[config.mk]
export PLATFORM = sky130hd
export DESIGN_NAME = shell_command_lexer_core
export DESIGN_NICKNAME = d
export VERILOG_FILES = /design/src/sv/scl_pkg.sv /design/src/sv/scl_classify.sv /design/src/sv/scl_outbuf.sv /design/src/sv/shell_command_lexer_core.sv
export SDC_FILE = /design/constraint.sdc
export NUM_CORES = 1
export LEC_CHECK = 0
export BUFFER_PORTS_ARGS = -buffer_cell sky130_fd_sc_hd__buf_2
export CAP_MARGIN = 20
export CELL_PAD_IN_SITES_DETAIL_PLACEMENT = 0
export CELL_PAD_IN_SITES_GLOBAL_PLACEMENT = 1
export CORE_MARGIN = 2
export CORE_UTILIZATION = 50
export CTS_CLUSTER_DIAMETER = 80
export DETAILED_ROUTE_END_ITERATION = 8
export PLACE_DENSITY_LB_ADDON = 0.1
export SLEW_MARGIN = 20
export SYNTH_ARGS = -nofsm -noshare
export SYNTH_HDL_FRONTEND = slang
export SYNTH_SLANG_ARGS = --single-unit
[constraint.sdc]
create_clock -name i_clk -period 4.3 [get_ports i_clk]
set_input_delay 0.215 -clock i_clk [delete_from_list [all_inputs] [get_ports i_clk]]
set_output_delay 0.215 -clock i_clk [all_outputs]
set_load 0.1 [all_outputs]
[src/sv/scl_pkg.sv]
// Package for the shell command lexer: token kinds, lexer mode codes,
// character constants, result item types and character classes.
// No dependencies.
`default_nettype none
package scl_pkg;

    localparam logic [3:0] K_STRING = 4'd0;
    localparam logic [3:0] K_VAR    = 4'd1;
    localparam logic [3:0] K_SEPAR  = 4'd2;
    localparam logic [3:0] K_END    = 4'd3;
    localparam logic [3:0] K_SEMI   = 4'd4;
    localparam logic [3:0] K_OROR   = 4'd5;
    localparam logic [3:0] K_ANDAND = 4'd6;
    localparam logic [3:0] K_PIPE   = 4'd7;
    localparam logic [3:0] K_LT     = 4'd8;
    localparam logic [3:0] K_GT     = 4'd9;
    localparam logic [3:0] K_UNIMPL = 4'd10;
    localparam logic [3:0] K_QERR   = 4'd11;

    localparam logic [3:0] M_START  = 4'd0;
    localparam logic [3:0] M_IDLE   = 4'd1;
    localparam logic [3:0] M_SEPAR  = 4'd2;
    localparam logic [3:0] M_WORD   = 4'd3;
    localparam logic [3:0] M_QUOTE  = 4'd4;
    localparam logic [3:0] M_PIPE   = 4'd5;
    localparam logic [3:0] M_AMP    = 4'd6;
    localparam logic [3:0] M_DOLLAR = 4'd7;
    localparam logic [3:0] M_VAR    = 4'd8;

    localparam logic [7:0] C_NUL    = 8'h00;
    localparam logic [7:0] C_TAB    = 8'h09;
    localparam logic [7:0] C_LF     = 8'h0A;
    localparam logic [7:0] C_VT     = 8'h0B;
    localparam logic [7:0] C_FF     = 8'h0C;
    localparam logic [7:0] C_CR     = 8'h0D;
    localparam logic [7:0] C_SPACE  = 8'h20;
    localparam logic [7:0] C_DQUOTE = 8'h22;
    localparam logic [7:0] C_DOLLAR = 8'h24;
    localparam logic [7:0] C_AMP    = 8'h26;
    localparam logic [7:0] C_SQUOTE = 8'h27;
    localparam logic [7:0] C_SEMI   = 8'h3B;
    localparam logic [7:0] C_LT     = 8'h3C;
    localparam logic [7:0] C_GT     = 8'h3E;
    localparam logic [7:0] C_PIPE   = 8'h7C;

    localparam int unsigned MAX_RES = 3;

    typedef struct packed {
        logic [7:0] text_byte;
        logic       is_text;
        logic [3:0] tok_kind;
    } t_res;

    typedef struct packed {
        t_res [MAX_RES-1:0] items;
        logic [1:0]         cnt;
    } t_bundle;

    typedef struct packed {
        t_bundle    res;
        logic [3:0] mode;
        logic       quote_dbl;
    } t_step;

    function automatic logic is_ws(input logic [7:0] c);
        return c == C_SPACE || c == C_TAB || c == C_LF || c == C_VT ||
               c == C_FF || c == C_CR;
    endfunction

    function automatic logic is_alnum(input logic [7:0] c);
        return (c >= 8'h30 && c <= 8'h39) || (c >= 8'h41 && c <= 8'h5A) ||
               (c >= 8'h61 && c <= 8'h7A);
    endfunction

    function automatic logic is_quote(input logic [7:0] c);
        return c == C_DQUOTE || c == C_SQUOTE;
    endfunction

    function automatic logic ends_word(input logic [7:0] c);
        return c == C_NUL || is_ws(c) || c == C_PIPE || c == C_LT || c == C_GT ||
               c == C_SEMI || c == C_AMP || c == C_DOLLAR || is_quote(c);
    endfunction

    function automatic t_res mk_res(input logic [3:0] kind, input logic txt,
                                    input logic [7:0] b);
        t_res r;
        r.tok_kind  = kind;
        r.is_text   = txt;
        r.text_byte = txt ? b : 8'h00;
        return r;
    endfunction

endpackage
`default_nettype wire

[src/sv/scl_classify.sv]
// Classifier: from the lexer mode and one character, the results of that
// character and the next mode. Depends on scl_pkg.
`default_nettype none
module scl_classify import scl_pkg::*; (
    input  wire logic [7:0] i_char,
    input  wire logic [3:0] i_mode,
    input  wire logic       i_quote_dbl,
    output t_step           o_step
);

    logic       bt_has;
    t_res       bt_item;
    logic [3:0] bt_mode;
    logic       bt_qd_wr;
    logic       bt_qd;
    logic [1:0] k;
    logic       use_bt;
    logic [7:0] close_q;

    always_comb begin
        bt_has   = 1'b0;
        bt_item  = mk_res(K_STRING, 1'b0, 8'h00);
        bt_mode  = M_IDLE;
        bt_qd_wr = 1'b0;
        bt_qd    = 1'b0;
        if (is_ws(i_char)) begin
            bt_mode = M_SEPAR;
        end else if (i_char == C_NUL) begin
            bt_has   = 1'b1;
            bt_item  = mk_res(K_END, 1'b0, 8'h00);
            bt_mode  = M_START;
            bt_qd_wr = 1'b1;
        end else if (i_char == C_SEMI) begin
            bt_has  = 1'b1;
            bt_item = mk_res(K_SEMI, 1'b0, 8'h00);
        end else if (i_char == C_PIPE) begin
            bt_mode = M_PIPE;
        end else if (i_char == C_AMP) begin
            bt_mode = M_AMP;
        end else if (i_char == C_LT) begin
            bt_has  = 1'b1;
            bt_item = mk_res(K_LT, 1'b0, 8'h00);
        end else if (i_char == C_GT) begin
            bt_has  = 1'b1;
            bt_item = mk_res(K_GT, 1'b0, 8'h00);
        end else if (i_char == C_DOLLAR) begin
            bt_mode = M_DOLLAR;
        end else if (is_quote(i_char)) begin
            bt_mode  = M_QUOTE;
            bt_qd_wr = 1'b1;
            bt_qd    = (i_char == C_DQUOTE);
        end else begin
            bt_has  = 1'b1;
            bt_item = mk_res(K_STRING, 1'b1, i_char);
            bt_mode = M_WORD;
        end
    end

    assign close_q = i_quote_dbl ? C_DQUOTE : C_SQUOTE;

    always_comb begin
        o_step           = '0;
        o_step.mode      = i_mode;
        o_step.quote_dbl = i_quote_dbl;
        k                = 2'd0;
        use_bt           = 1'b0;
        case (i_mode)
            M_IDLE: begin
                use_bt = 1'b1;
            end
            M_SEPAR: begin
                if (!is_ws(i_char)) begin
                    o_step.res.items[k] = mk_res(K_SEPAR, 1'b0, 8'h00);
                    k = k + 2'd1;
                    use_bt = 1'b1;
                end
            end
            M_WORD: begin
                if (!ends_word(i_char)) begin
                    o_step.res.items[k] = mk_res(K_STRING, 1'b1, i_char);
                    k = k + 2'd1;
                end else if (is_quote(i_char)) begin
                    o_step.mode      = M_QUOTE;
                    o_step.quote_dbl = (i_char == C_DQUOTE);
                end else begin
                    o_step.res.items[k] = mk_res(K_STRING, 1'b0, 8'h00);
                    k = k + 2'd1;
                    use_bt = 1'b1;
                end
            end
            M_QUOTE: begin
                if (i_char == close_q) begin
                    o_step.mode = M_WORD;
                end else if (i_char == C_NUL) begin
                    o_step.res.items[k] = mk_res(K_QERR, 1'b0, 8'h00);
                    k = k + 2'd1;
                    o_step.mode      = M_START;
                    o_step.quote_dbl = 1'b0;
                end else begin
                    o_step.res.items[k] = mk_res(K_STRING, 1'b1, i_char);
                    k = k + 2'd1;
                end
            end
            M_PIPE: begin
                if (i_char == C_PIPE) begin
                    o_step.res.items[k] = mk_res(K_OROR, 1'b0, 8'h00);
                    k = k + 2'd1;
                    o_step.mode = M_IDLE;
                end else begin
                    o_step.res.items[k] = mk_res(K_PIPE, 1'b0, 8'h00);
                    k = k + 2'd1;
                    use_bt = 1'b1;
                end
            end
            M_AMP: begin
                if (i_char == C_AMP) begin
                    o_step.res.items[k] = mk_res(K_ANDAND, 1'b0, 8'h00);
                    k = k + 2'd1;
                    o_step.mode = M_IDLE;
                end else begin
                    o_step.res.items[k] = mk_res(K_UNIMPL, 1'b0, 8'h00);
                    k = k + 2'd1;
                    use_bt = 1'b1;
                end
            end
            M_DOLLAR: begin
                if (is_quote(i_char)) begin
                    o_step.res.items[k] = mk_res(K_VAR, 1'b0, 8'h00);
                    k = k + 2'd1;
                    o_step.mode      = M_QUOTE;
                    o_step.quote_dbl = (i_char == C_DQUOTE);
                end else if (is_alnum(i_char)) begin
                    o_step.res.items[k] = mk_res(K_VAR, 1'b1, i_char);
                    k = k + 2'd1;
                    o_step.mode = M_VAR;
                end else begin
                    o_step.res.items[k] = mk_res(K_STRING, 1'b1, C_DOLLAR);
                    k = k + 2'd1;
                    o_step.res.items[k] = mk_res(K_STRING, 1'b0, 8'h00);
                    k = k + 2'd1;
                    use_bt = 1'b1;
                end
            end
            M_VAR: begin
                if (is_alnum(i_char)) begin
                    o_step.res.items[k] = mk_res(K_VAR, 1'b1, i_char);
                    k = k + 2'd1;
                end else begin
                    o_step.res.items[k] = mk_res(K_VAR, 1'b0, 8'h00);
                    k = k + 2'd1;
                    use_bt = 1'b1;
                end
            end
            default: begin
                if (!is_ws(i_char)) begin
                    use_bt = 1'b1;
                end else begin
                    o_step.mode = M_START;
                end
            end
        endcase
        if (use_bt) begin
            o_step.mode = bt_mode;
            if (bt_qd_wr) begin
                o_step.quote_dbl = bt_qd;
            end
            if (bt_has) begin
                o_step.res.items[k] = bt_item;
                k = k + 2'd1;
            end
        end
        o_step.res.cnt = k;
    end

endmodule
`default_nettype wire

[src/sv/scl_outbuf.sv]
// Result buffer: holds the up to three results of one character and sends
// them one per cycle on the master stream while m_axis_tready is high. Depends on scl_pkg.
`default_nettype none
module scl_outbuf import scl_pkg::*; (
    input  wire logic       i_clk,
    input  wire logic       i_rst_n,
    input  wire logic       i_load,
    input  wire t_bundle    i_bundle,
    output logic            o_room,
    output logic            m_axis_tvalid,
    input  wire logic       m_axis_tready,
    output logic [7:0]      m_axis_tdata,  // text_byte
    output logic [4:0]      m_axis_tuser,  // tok_kind[3:0], is_text[4]
    output logic            m_axis_tlast
);

    t_res [MAX_RES-1:0] r_items;
    logic [1:0]         r_left;
    logic               pop;

    assign m_axis_tvalid = (r_left != 2'd0);
    assign pop           = m_axis_tvalid && m_axis_tready;
    assign o_room        = (r_left == 2'd0) || (r_left == 2'd1 && m_axis_tready);
    assign m_axis_tdata  = r_items[0].text_byte;
    assign m_axis_tuser  = {r_items[0].is_text, r_items[0].tok_kind};
    assign m_axis_tlast  = (r_left == 2'd1);

    always_ff @(posedge i_clk) begin
        if (!i_rst_n) begin
            r_left <= 2'd0;
        end else if (i_load) begin
            r_left <= i_bundle.cnt;
        end else if (pop) begin
            r_left <= r_left - 2'd1;
        end
    end

    always_ff @(posedge i_clk) begin
        if (i_load) begin
            r_items <= i_bundle.items;
        end else if (pop) begin
            r_items <= {r_items[MAX_RES-1], r_items[MAX_RES-1:1]};
        end
    end

    a_load_shows: assert property (@(posedge i_clk) disable iff (!i_rst_n)
        (i_load && i_bundle.cnt != 2'd0) |=> m_axis_tvalid)
        else $error("loaded results not presented");

    a_drain_empty: assert property (@(posedge i_clk) disable iff (!i_rst_n)
        (pop && m_axis_tlast && !i_load) |=> !m_axis_tvalid)
        else $error("buffer still valid after final result");

    a_no_overwrite: assert property (@(posedge i_clk) disable iff (!i_rst_n)
        i_load |-> (r_left == 2'd0 || (r_left == 2'd1 && pop)))
        else $error("pending results overwritten");

endmodule
`default_nettype wire

[src/sv/shell_command_lexer_core.sv]
// Shell command line lexer: one character in, up to three token results out.
// Results are registered: the first shows on the master side in the cycle after
// its character is taken. One character per cycle while each yields at most one
// result and the master side is ready; a character with more results holds the
// slave side while the single result buffer drains them, one per ready cycle.
// Reset (synchronous, active low) returns the lexer to line start, buffer empty.
`default_nettype none
module shell_command_lexer_core import scl_pkg::*; (
    input  wire logic       i_clk,
    input  wire logic       i_rst_n,
    input  wire logic       s_axis_tvalid,
    output logic            s_axis_tready,
    input  wire logic [7:0] s_axis_tdata,   // char_in
    output logic            m_axis_tvalid,
    input  wire logic       m_axis_tready,
    output logic [7:0]      m_axis_tdata,   // text_byte
    output logic [4:0]      m_axis_tuser,   // tok_kind[3:0], is_text[4]
    output logic            m_axis_tlast
);

    logic [3:0] r_mode;
    logic       r_quote_dbl;
    t_step      n_step;
    logic       accept;
    logic       room;

    scl_classify u_classify (
        .i_char      (s_axis_tdata),
        .i_mode      (r_mode),
        .i_quote_dbl (r_quote_dbl),
        .o_step      (n_step)
    );

    scl_outbuf u_outbuf (
        .i_clk         (i_clk),
        .i_rst_n       (i_rst_n),
        .i_load        (accept),
        .i_bundle      (n_step.res),
        .o_room        (room),
        .m_axis_tvalid (m_axis_tvalid),
        .m_axis_tready (m_axis_tready),
        .m_axis_tdata  (m_axis_tdata),
        .m_axis_tuser  (m_axis_tuser),
        .m_axis_tlast  (m_axis_tlast)
    );

    assign s_axis_tready = room;
    assign accept        = s_axis_tvalid && room;

    always_ff @(posedge i_clk) begin
        if (!i_rst_n) begin
            r_mode      <= M_START;
            r_quote_dbl <= 1'b0;
        end else if (accept) begin
            r_mode      <= n_step.mode;
            r_quote_dbl <= n_step.quote_dbl;
        end
    end

    a_qerr_in_quote: assert property (@(posedge i_clk) disable iff (!i_rst_n)
        (accept && n_step.res.cnt != 2'd0 && n_step.res.items[0].tok_kind == K_QERR)
        |-> r_mode == M_QUOTE)
        else $error("quote error outside quoted text");

    a_nul_to_start: assert property (@(posedge i_clk) disable iff (!i_rst_n)
        (accept && s_axis_tdata == C_NUL) |=> (r_mode == M_START && !r_quote_dbl))
        else $error("line end did not return to line start");

endmodule
`default_nettype wire

==> summary.md, run 1 <==
| Metric | Value |
|---|---|
| Status | finished, final reports clean |
| Crit path to | u_outbuf.r_items[19]$_DFFE_PP_ |
| DR pass1 iterations | 4 |
| Flops & latches, synth | 46 |
| Multi-input logic area | 1640 um^2 |
| Initial Util | 0.513 |
| Crit path buffers/inverters | 0 |
| Design area | 3350 um^2 |
| Pwr per Cell Area | approximately 800 nW/um^2 |
| RSZ-0062 raised after global routing | false |
| Core ar. | about 6300 um^2 |
| Die W | roughly 84 um |
| Reg-to-reg endpoint | u_outbuf.r_items[19]$_DFFE_PP_ |
| CTS buffer count | 5 |
| Via density | 6.20 |
| Cell family with most CP delay | simple AND/OR/NAND/NOR gates |
| Worst EP required | between 4 and 5 ns |
| Asr flop ratio synth | 0 |
| Maximum VDD drop | between 0.6 and 0.7 mV |
| Root Driver | clkbuf_8 |
| Clock Skew | between 0.01 and 0.015 ns |
| Critical path class | flop to flop |
| Cell mode on critical path | nor2_1 |
| H-Tree Depth | 2 |
| Final net count | 358 |
| DP Worst Slack | 1.14 ns |
| Critical Path Source | r_quote_dbl$_SDFFE_PN0P_ |
| Period Utilization, post-route | 0.678 |
| Post_cts resized | 0 |
| Final Hold Fails | 0 |
| DR WL/cell | 19.2 um |
| Final ANT Viol Nets | 0 |
| Final TNS setup | 0 ns |
| Max-slew headroom | 0.325 |
| Cells after DPL | 411 |
| Clock tree sinks | 46 |
| CP arrival | 2.97 ns |
| Synth Flop Type | edfxtp_1 |
| Post-DP HPWL | 5810 um |
| Row count | 29 |
| Vias | ~2,600 |
| Worst r2r src | r_quote_dbl$_SDFFE_PN0P_ |
| Setup-failing EPs final | 0 |
| Number of placed I/O pins | 28 |
| Post-Syn Instances | 341 |
| Area delta synth->final | 4.08% |
| Filler instances | 564 |
| R2r setup slk | 1.38 ns |
| CTS tree | done |
| Drt total wl | around 8000 um |
| Share of layout cells above drive strength 1 | 0.173 |
| Initial antenna violation count | 0 |
| Vias in the first global route | 2,460 |
| Placer Congestion | 0.896 |
| Synthesized Nets | 358 |
| Critical path launch point type | flop |
| Die height | about 84 um |
| Cell Chain, Critical Path | or3b_2, a211oi_2, nor2_1, o21ai_0, nand3_1, ha_1, and3_1, o211ai_2, nor2_1, a22o_1 |
| DR iter-0 viols | 174 |
| Slowest cell on the critical path | or3b_2 |
| Critical-path maximum fanout | 7 |
| HP Class | primary input to flop |
| Ant diodes | 0 |
| Tmin final | 2.92 ns |
| Non-Filler Instances | 419 |
| CP Capture Type | flop |
| Max stage delay on crit path | 0.47 ns |
| GRT Total Usage | 0.232 |
| Clock Latency Late Sink | ~0.31 ns |
| Die area | 7090 um^2 |
| Max Buffers Root-to-Sink | 2 |
| Worst-Margin Slew | approximately 1.0 ns |
| Register area | 1310 um^2 |
| Maxcap violations | 0 |
| Critical path depth | 10 |
| Worst-case reg-to-reg path depth | 10 |
| Final worst slack | 1.38 ns |
| Mapped Area | roughly 3200 um^2 |
| Yosys warning count | 0 |
| Clock Pin Slew Worst Setup and Hold Paths | 0.09 ns |
| Syn_area_per_cell | 9.44 um^2 |
| Slew Limit Fails | 0 |
| Global route overflow | 0 |
| Leakage | 1.31 nW |
| Placed cell areas | 3260 um^2 |
| Global-route wire length before repair | ~13,000 um |
| Netlist cell types | 72 |
| Residual DRC | 0 |
| Post-synthesis sequential area ratio | 0.407 |
| Post-synth EDFFs | 39 |
| Max Clk Rate | roughly 340 MHz |
| Largest net degree at the start of global routing | 38 |
| Setup Fix Bufs, Post-CTS | 0 |
| Hold buffer count at CTS | 0 |
| Port bufs | 27 |
[cells by family after synthesis]
group	synth area share
and+or+nand+nor	0.219
muxes	0.0163
xor gates and xnor gates	0.00778
adders and majority gates	0.0226
buffers and inverters	0.0824
DFF	0.407
AOI/OAI and AO/OA	0.245
[routing by layer]
| layer | GRT usage | share of wire | vias to the layer above |
|---|---|---|---|
| li1 | - | - | 1269 |
| met1 | 0.342 | 0.47 | 1247 |
| met2 | 0.356 | 0.46 | 69 |
| met3 | 0.0334 | 0.046 | 14 |
| met4 | 0.0704 | 0.019 | 0 |
| met5 | 0 | 0 | - |
[registers in the layout (all words and copies together), names as in the netlist]
| name | count |
|---|---|
| r_quote_dbl | 1 |
| u_outbuf.r_left | 2 |
| u_outbuf.m_axis_tuser | 5 |
| r_mode | 4 |
| u_outbuf.m_axis_tdata | 8 |
| u_outbuf.r_items | 26 |
[worst reg2reg max path: stages (launching register included)]
cell and delay [ns]:
dfxtp_1 0.40, or3b_2 0.47, a211oi_2 0.41, nor2_1 0.07, o21ai_0 0.18, nand3_1 0.17, ha_1 0.26, and3_1 0.19
o211ai_2 0.11, nor2_1 0.18, a22o_1 0.24
[power by group]
group / internal, mW / switching (mW)
Clock: 0.115 / 0.156
Combinational: 0.400 / 1.20
Sequential: 0.730 / 0.0810
Total: 1.25 / 1.44
[Yosys cell counts, drive strengths merged, types with 4 or more instances]
library cell / instances / area share
nor2: 21 / 0.024
ha: 5 / 0.019
dfxtp: 7 / 0.044
edfxtp: 39 / 0.36
nor3: 9 / 0.017
nand2b: 6 / 0.012
clkbuf: 16 / 0.019
o211ai: 9 / 0.035
nand2: 37 / 0.043
and2: 6 / 0.012
a211oi: 4 / 0.011
a21oi: 14 / 0.022
a31oi: 6 / 0.012
or4: 5 / 0.013
buf: 21 / 0.046
nor2b: 5 / 0.0097
a21o: 4 / 0.0093
o31ai: 7 / 0.022
nand3: 7 / 0.011
a22o: 10 / 0.027
inv: 15 / 0.017
o21ai: 20 / 0.032
nand3b: 5 / 0.012
and3: 8 / 0.016
[final cells by class]
class,instances,share of cell area
inverters,15,0.0168
clock inverters,2,0.00411
clock buffers,6,0.0217
flip-flops and latches,46,0.391
multi-input cells,243,0.490
repair buffers,30,0.0471
well taps,77,0.0288
[how the worst min path moves through the flow]
stage                                          from                               to  cells past startpoint
floorplan                                   i_rst_n           r_mode[1]$_SDFFE_PN0P_                      2
global placement    u_outbuf.r_left[1]$_SDFFE_PN0P_  u_outbuf.r_left[1]$_SDFFE_PN0P_                      2
detailed placement   u_outbuf.r_items[34]$_DFFE_PP_   u_outbuf.r_items[21]$_DFFE_PP_                      2
CTS                                         i_rst_n         r_quote_dbl$_SDFFE_PN0P_                      2
global route                                i_rst_n         r_quote_dbl$_SDFFE_PN0P_                      2
finish                                      i_rst_n         r_quote_dbl$_SDFFE_PN0P_                      2
[cell usage in the layout (no fill, tap or decap), types with 4 or more instances in the layout]
cell type,synthesis,final
a21o_1,4,4
a21oi_1,14,14
a22o_1,10,10
a31oi_1,6,6
and2_1,4,4
and3_1,8,8
buf_2,5,27
clkbuf_8,0,5
dfxtp_1,7,7
edfxtp_1,39,39
ha_1,5,5
inv_1,15,15
nand2_1,37,37
nand2b_1,6,6
nand3_1,7,7
nand3b_1,5,5
nor2_1,21,21
nor2b_1,5,5
nor3_1,7,7
o211ai_1,5,5
o21ai_0,12,12
o21ai_1,7,7
o31ai_1,5,5
or4_1,4,4
[metrics by stage]
step / total power, mW / util / hold slack (ns)
2_1_floorplan: 2.21 / - / 0.344
3_3_place_gp: 2.41 / 0.520 / 0.505
3_5_place_dp: 2.42 / 0.520 / 0.516
4_1_cts: 2.69 / 0.534 / 0.208
5_1_grt: 2.83 / 0.534 / 0.216
6_report: 2.68 / 0.534 / 0.206
Power figures use the tool's default switching activity.
==> run 2, diff against run 1 <==
--- a/config.mk
+++ b/config.mk
@@ -10,7 +10,7 @@
 export CELL_PAD_IN_SITES_DETAIL_PLACEMENT = 0
 export CELL_PAD_IN_SITES_GLOBAL_PLACEMENT = 1
 export CORE_MARGIN = 2
-export CORE_UTILIZATION = 50
+export CORE_UTILIZATION = 42
 export CTS_CLUSTER_DIAMETER = 80
 export DETAILED_ROUTE_END_ITERATION = 8
 export PLACE_DENSITY_LB_ADDON = 0.1
==> constraint.sdc (replaced) <==
create_clock -name i_clk -period 2.6 [get_ports i_clk]
set_input_delay 0.13 -clock i_clk [delete_from_list [all_inputs] [get_ports i_clk]]
set_output_delay 0.13 -clock i_clk [all_outputs]
set_load 0.1 [all_outputs]
==> run 2 against run 1 <==
Effect of this change: die area up 18%; sequential cell count stayed put; register-to-register slack got worse by 1.3 ns; utilization decreased by 0.31 points; worst hold slack got worse by 0.080 ns; design area up 16%; final cell count increased by 18%; non-clock buffer count up 53; combinational power is 88% higher; maximum frequency grew 16%; first-iteration DRC count rose by 5.2%; largest power group unchanged; highest routed layer unchanged.
==> summary.md, run 2 (synthesized netlist as in run 1, its figures left out) <==
| Metric | Value |
|---|---|
| Status | finished, final reports clean (unchanged) |
| Hold buffer count at CTS | 0 (unchanged) |
| CP arrival | 2.58 ns (was 2.97 ns) |
| Row count | 31 (was 29) |
| Via density | 5.71 (was 6.20) |
| Part of the power in registers | 0.272 (was 0.302) |
| Final TNS setup | 0 ns (unchanged) |
| Max Clk Rate | 397 MHz (was 343 MHz) |
| Critical path class | flop to flop (unchanged) |
| Placer Congestion | 1.03 (was 0.896) |
| DR pass1 iterations | 5 (was 4) |
| Initial Util | 0.439 (was 0.513) |
| Net Switching | 2.48 mW (was 1.44 mW) |
| Final worst slack | 0.0803 ns (was 1.38 ns) |
| Max-slew headroom | 0.516 (was 0.325) |
| Root Driver | clkbuf_8 (unchanged) |
| Share of layout cells above drive strength 1 | 0.328 (was 0.173) |
| Die W | 91.5 um (was 84.2 um) |
| HP Class | primary input to flop (unchanged) |
| Multi-input logic area | 1740 um^2 (was 1640 um^2) |
| Sw Ratio | 0.521 (was 0.536) |
| Port bufs | 27 (unchanged) |
| Worst-case reg-to-reg path depth | 9 (was 10) |
| Final ANT Viol Nets | 0 (unchanged) |
| WHS Path Cells | 2 (unchanged) |
| Clock Latency Late Sink | 0.30 ns (was 0.31 ns) |
| Commonest cells after routing, fill and taps aside | buf_4, edfxtp_1, nand2_1 (was edfxtp_1, nand2_1, buf_2) |
| Clock share of power | 0.096 (was 0.101) |
| Drt total wl | 8760 um (was 8060 um) |
| Initial antenna violation count | 0 (unchanged) |
| Die height | 91.5 um (was 84.2 um) |
| GRT Total Usage | 0.218 (was 0.232) |
| Area delta synth->final | 20.8% (was 4.08%) |
| Placed cell areas | 3700 um^2 (was 3260 um^2) |
| Leakage | 1.58 nW (was 1.31 nW) |
| DR iter-0 viols | 183 (was 174) |
| Residual DRC | 0 (unchanged) |
| Clock Skew | 0.00775 ns (was 0.0101 ns) |
| Period Utilization, post-route | 0.969 (was 0.678) |
| Setup-failing EPs final | 0 (unchanged) |
| Die area | 8380 um^2 (was 7090 um^2) |
| H-Tree Depth | 2 (unchanged) |
| DR WL/cell | 17.7 um (was 19.2 um) |
| Global route overflow | 0 (unchanged) |
| Tmin final | 2.52 ns (was 2.92 ns) |
| Largest register by flop count | u_outbuf.r_items (unchanged) |
| Post-DP HPWL | 6800 um (was 5810 um) |
| Commonest non-fill, non-tap cell in the layout | buf_4 (was edfxtp_1) |
| Critical path launch point type | flop (unchanged) |
| Combinational share of power | 0.632 (was 0.597) |
| Slew Limit Fails | 0 (unchanged) |
| Clock tree sinks | 46 (unchanged) |
| Global-route wire length before repair | 14,300 um (was 13,100 um) |
| Pwr per Cell Area | 1220 nW/um^2 (was 801 nW/um^2) |
| CTS buffer count | 5 (unchanged) |
| Non-Filler Instances | 495 (was 419) |
| Worst EP required | 2.66 ns (was 4.36 ns) |
| Number of flip-flops in the largest register | 26 (unchanged) |
| Critical-path maximum fanout | 3 (was 7) |
| Vias in the first global route | 2,677 (was 2,460) |
| CP Capture Type | flop (unchanged) |
| Filler instances | 691 (was 564) |
| Ant diodes | 0 (unchanged) |
| Internal Pwr Total | 2.27 mW (was 1.25 mW) |
| Number of placed I/O pins | 28 (unchanged) |
| Final net count | 412 (was 358) |
| Vias | 2,826 (was 2,599) |
| Max Buffers Root-to-Sink | 2 (unchanged) |
| Maximum VDD drop | 0.450 mV (was 0.687 mV) |
| Core ar. | 7330 um^2 (was 6280 um^2) |
| Maxcap violations | 0 (unchanged) |
| DP Worst Slack | -0.244 ns (was 1.14 ns) |
| CTS tree | done (unchanged) |
| Cells after DPL | 486 (was 411) |
| Worst-Margin Slew | 0.726 ns (was 1.01 ns) |
| Largest net degree at the start of global routing | 37 (was 38) |
| Clock Pin Slew Worst Setup and Hold Paths | 0.10 ns (was 0.09 ns) |
| Setup Fix Bufs, Post-CTS | 0 (unchanged) |
| Design area | 3890 um^2 (was 3350 um^2) |
| Register area | 1310 um^2 (about the same) |
| Final Hold Fails | 0 (unchanged) |
run 2: final timing paths:
path	start	to	slack [ns]
max	r_quote_dbl$_SDFFE_PN0P_	u_outbuf.r_items[24]$_DFFE_PP_	0.08
min	i_rst_n	r_quote_dbl$_SDFFE_PN0P_	0.13
max reg2reg	r_quote_dbl$_SDFFE_PN0P_	u_outbuf.r_items[24]$_DFFE_PP_	0.08
min reg2reg	u_outbuf.r_items[34]$_DFFE_PP_	u_outbuf.r_items[21]$_DFFE_PP_	0.54
run 2: power by group through the flow:
stage                     Combinational, mW  Clock (mW)  Sequential, mW
final                                  3.00       0.453            1.29
after global routing                   3.21       0.496            1.32
after CTS                              2.91       0.462            1.29
after detailed placement               2.88           0            1.31
after global placement                 2.86           0            1.30
after floorplan                        2.39           0            1.28
run 2: routing by layer:
metal / part of all wire / global-route usage / up-vias / routed length [um]
met2: 0.46 / 0.344 / 77 / 4010
met1: 0.48 / 0.322 / 1356 / 4240
met4: 0.019 / 0.0492 / 0 / 163
met5: 0 / 0 / - / 0
met3: 0.039 / 0.0224 / 15 / 340
li1: - / - / 1378 / -
run 2: critical path, stage by stage, from the launching register on:
cell and delay [ns]:
dfxtp_2 0.34, or3b_2 0.47, a211oi_4 0.24, nor2_1 0.08
o21ai_2 0.17, nand3_2 0.13, ha_1 0.24, and3_4 0.17
nor2b_1 0.15, a32o_1 0.27
run 2: area by class of cell:
class | instances | share of cell area
clock inverter | 3 | 0.00611
timing repair buffer | 83 | 0.146
tap | 99 | 0.0319
inverter | 15 | 0.0145
sequential | 46 | 0.338
clock buffer | 5 | 0.0177
multi-input combinational | 244 | 0.446
run 2: per-stage QoR:
stage	utilization	power, mW	hold slack [ns]
after detailed placement	0.505	4.19	0.455
final	0.530	4.75	0.126
after global routing	0.530	5.03	0.131
after CTS	0.519	4.66	0.128
after global placement	0.505	4.17	0.457
after floorplan	-	3.67	0.259
run 2: timing repair:
action	4_1_cts	5_1_grt
endpoints found under the setup margin	19	38
gates resized for setup	4	15
gates cloned	0	1
pin swaps	2	3
hold endpoints to repair	0	0
==> run 3, diff against run 2 <==
--- a/config.mk
+++ b/config.mk
@@ -13,7 +13,9 @@
 export CORE_UTILIZATION = 42
 export CTS_CLUSTER_DIAMETER = 80
 export DETAILED_ROUTE_END_ITERATION = 8
+export MAX_ROUTING_LAYER = met4
 export PLACE_DENSITY_LB_ADDON = 0.1
+export REMOVE_ABC_BUFFERS = 1
 export SLEW_MARGIN = 20
 export SYNTH_ARGS = -nofsm -noshare
 export SYNTH_HDL_FRONTEND = slang
==> run 3 against run 2 <==
Effect of this change: utilization fell by 0.29 points; critical path depth fell by 1; largest cell class unchanged; clock power shrank 1%; critical endpoint is now u_outbuf.m_axis_tdata[3]$_DFFE_PP_; via count is 1.3% lower; final cell count rose by 0.40%.
==> summary.md, run 3 (synthesized netlist as in run 1, its figures left out) <==
| Metric | Value |
|---|---|
| Status | finished, final reports clean (unchanged) |
| GR Layer Usage met2 | 0.330 (was 0.344) |
| Critical Path Source | r_mode[3]$_SDFFE_PN0P_ (was r_quote_dbl$_SDFFE_PN0P_) |
| R2r setup slk | 0.10 ns (was 0.08 ns) |
| Clock Latency Late Sink | 0.31 ns (was 0.30 ns) |
| Commonest cells after routing, fill and taps aside | buf_4, edfxtp_1, nand2_1 (unchanged) |
| Number of placed I/O pins | 28 (unchanged) |
| Die height | 91.5 um (unchanged) |
| Hold buffer count at CTS | 0 (unchanged) |
| Cell mode on critical path | o211ai_4 |
| RSZ-0062 raised after global routing | false |
| Slew Limit Fails | 0 (unchanged) |
| Vias in the first global route | 2,656 (was 2,677) |
| Final net count | 414 (was 412) |
| CP Capture Type | flop (unchanged) |
| Global-route wire length before repair | 13,800 um (was 14,300 um) |
| DR pass1 iterations | 4 (was 5) |
| DR WL/cell | 17.4 um (was 17.7 um) |
| Commonest non-fill, non-tap cell in the layout | buf_4 (unchanged) |
| Net Switching | 2.47 mW (was 2.48 mW) |
| CP arrival | 2.55 ns (was 2.58 ns) |
| Vias | 2,790 (was 2,826) |
| Initial Util | 0.439 (unchanged) |
| Period Utilization, post-route | 0.961 (was 0.969) |
| Slowest cell on the critical path | or4b_4 (was or3b_2) |
| Post-DP HPWL | 6610 um (was 6800 um) |
| Row count | 31 (unchanged) |
| Ant diodes | 0 (unchanged) |
| Most used routing layer | met2 (unchanged) |
| Worst r2r src | r_mode[3]$_SDFFE_PN0P_ (was r_quote_dbl$_SDFFE_PN0P_) |
| Max stage delay on crit path | 0.54 ns (was 0.47 ns) |
| Final worst slack | 0.101 ns (was 0.0803 ns) |
| CTS buffer count | 5 (unchanged) |
| DP Worst Slack | -0.343 ns (was -0.244 ns) |
| Tmin final | 2.50 ns (was 2.52 ns) |
| Hold slack | 0.117 ns (was 0.126 ns) |
| Final TNS setup | 0 ns (unchanged) |
| Maxcap violations | 0 (unchanged) |
| Hold path start | i_rst_n (unchanged) |
| Number of flip-flops in the largest register | 26 (unchanged) |
| Core ar. | 7330 um^2 (unchanged) |
| GRT Total Usage | 0.217 (was 0.218) |
| Sw Ratio | 0.514 (was 0.521) |
| Critical-path maximum fanout | 7 (was 3) |
| Global route overflow | 0 (unchanged) |
| Placed cell areas | 3670 um^2 (was 3700 um^2) |
| Worst-Margin Slew | 0.749 ns (was 0.726 ns) |
| Maximum VDD drop | 0.349 mV (was 0.450 mV) |
| Share of layout cells above drive strength 1 | 0.319 (was 0.328) |
| Max-slew headroom | 0.500 (was 0.516) |
| Drt total wl | 8630 um (was 8760 um) |
| Pwr per Cell Area | 1240 nW/um^2 (was 1220 nW/um^2) |
| Clock share of power | 0.093 (was 0.096) |
| Reg-to-reg endpoint | u_outbuf.m_axis_tdata[3]$_DFFE_PP_ (was u_outbuf.r_items[24]$_DFFE_PP_) |
| Leakage | 1.59 nW (was 1.58 nW) |
| Area delta synth->final | 20.2% (was 20.8%) |
| Part of the power in registers | 0.272 (about the same) |
| Final core occ | 0.528 (was 0.530) |
| Residual DRC | 0 (unchanged) |
| Root Driver | clkbuf_8 (unchanged) |
| Max Buffers Root-to-Sink | 2 (unchanged) |
| DR iter-0 viols | 215 (was 183) |
| Largest net degree at the start of global routing | 38 (was 37) |
| Worst EP required | 2.65 ns (was 2.66 ns) |
| HP Class | primary input to flop (unchanged) |
| Worst-case reg-to-reg path depth | 8 (was 9) |
| GR Util met1 | 0.312 (was 0.322) |
| Final Hold Fails | 0 (unchanged) |
| Via density | 5.61 (was 5.71) |
| Placer Congestion | 0.908 (was 1.03) |
| Final ANT Viol Nets | 0 (unchanged) |
| CTS tree | done (unchanged) |
| Pwr Total | 4.81 mW (was 4.75 mW) |
| Largest register by flop count | u_outbuf.r_items (unchanged) |
| Initial antenna violation count | 0 (unchanged) |
| Port bufs | 27 (unchanged) |
| Combinational share of power | 0.635 (was 0.632) |
| Cells after DPL | 484 (was 486) |
| Clock Skew | 0.00920 ns (was 0.00775 ns) |
| Die area | 8380 um^2 (unchanged) |
| Clock tree sinks | 46 (unchanged) |
| Internal Pwr Total | 2.34 mW (was 2.27 mW) |
| Die W | 91.5 um (unchanged) |
| Critical path launch point type | flop (unchanged) |
| Global routing usage on met3 | 0.0224 (unchanged) |
| H-Tree Depth | 2 (unchanged) |
| Max Clk Rate | 400 MHz (was 397 MHz) |
| Setup-failing EPs final | 0 (unchanged) |
| Crit path to | u_outbuf.m_axis_tdata[3]$_DFFE_PP_ (was u_outbuf.r_items[24]$_DFFE_PP_) |
| Cell Chain, Critical Path | or4b_4, o211ai_1, a21o_1, o211ai_4, o211ai_4, buf_6, a2bb2oi_1, o21ai_0 (was or3b_2, a211oi_4, nor2_1, o21ai_2, nand3_2, ha_1, and3_4, nor2b_1, a32o_1) |
| Non-Filler Instances | 497 (was 495) |
| Design area | 3870 um^2 (was 3890 um^2) |
| Critical path class | flop to flop (unchanged) |
| Clock Pin Slew Worst Setup and Hold Paths | 0.09 ns (was 0.10 ns) |
-- run 3: cell type report --
class / count / area, um^2
clock buffer: 6 / 72.6
clock inverter: 2 / 13.8
inverter: 15 / 56.3
tap: 99 / 124
timing repair buffer: 86 / 582
multi-input combinational: 243 / 1710
fill: 701 / 3460
sequential: 46 / 1310
-- run 3: power by group through the flow --
stage	clock (mW)	combinational, mW	sequential, mW
final	0.447	3.05	1.31
after global routing	0.480	3.25	1.34
after CTS	0.453	2.95	1.31
after detailed placement	0	2.82	1.32
after global placement	0	2.82	1.32
after floorplan	0	1.38	2.09
-- run 3: worst min path at each step --
stage                                          end  depth (start not counted)
after floorplan             r_mode[1]$_SDFFE_PN0P_                          2
after global placement      r_mode[2]$_SDFFE_PN0P_                          3
after detailed placement    r_mode[2]$_SDFFE_PN0P_                          3
after CTS                 r_quote_dbl$_SDFFE_PN0P_                          2
after global routing      r_quote_dbl$_SDFFE_PN0P_                          2
final                     r_quote_dbl$_SDFFE_PN0P_                          2
-- run 3: per-layer routing --
metal  part of all wire  vias to the layer above
met5                  0                        -
met1               0.50                     1343
met4              0.011                        0
met2               0.45                       57
met3              0.036                        7
li1                   -                     1383
-- run 3: critical path: cells and delay by family, from the launching register on --
| kind | cells | cell delay (ns) |
|---|---|---|
| AOI/OAI and AO/OA | 6 | 1.06 |
| buffers and inverters | 1 | 0.19 |
| DFF | 1 | 0.45 |
| and+or+nand+nor | 1 | 0.54 |
-- run 3: what timing repair did --
action | in CTS | in global routing
endpoints found under the setup margin | 13 | 35
pin swaps | 2 | 2
setup buffers | 3 | 2
gates resized for setup | 9 | 12
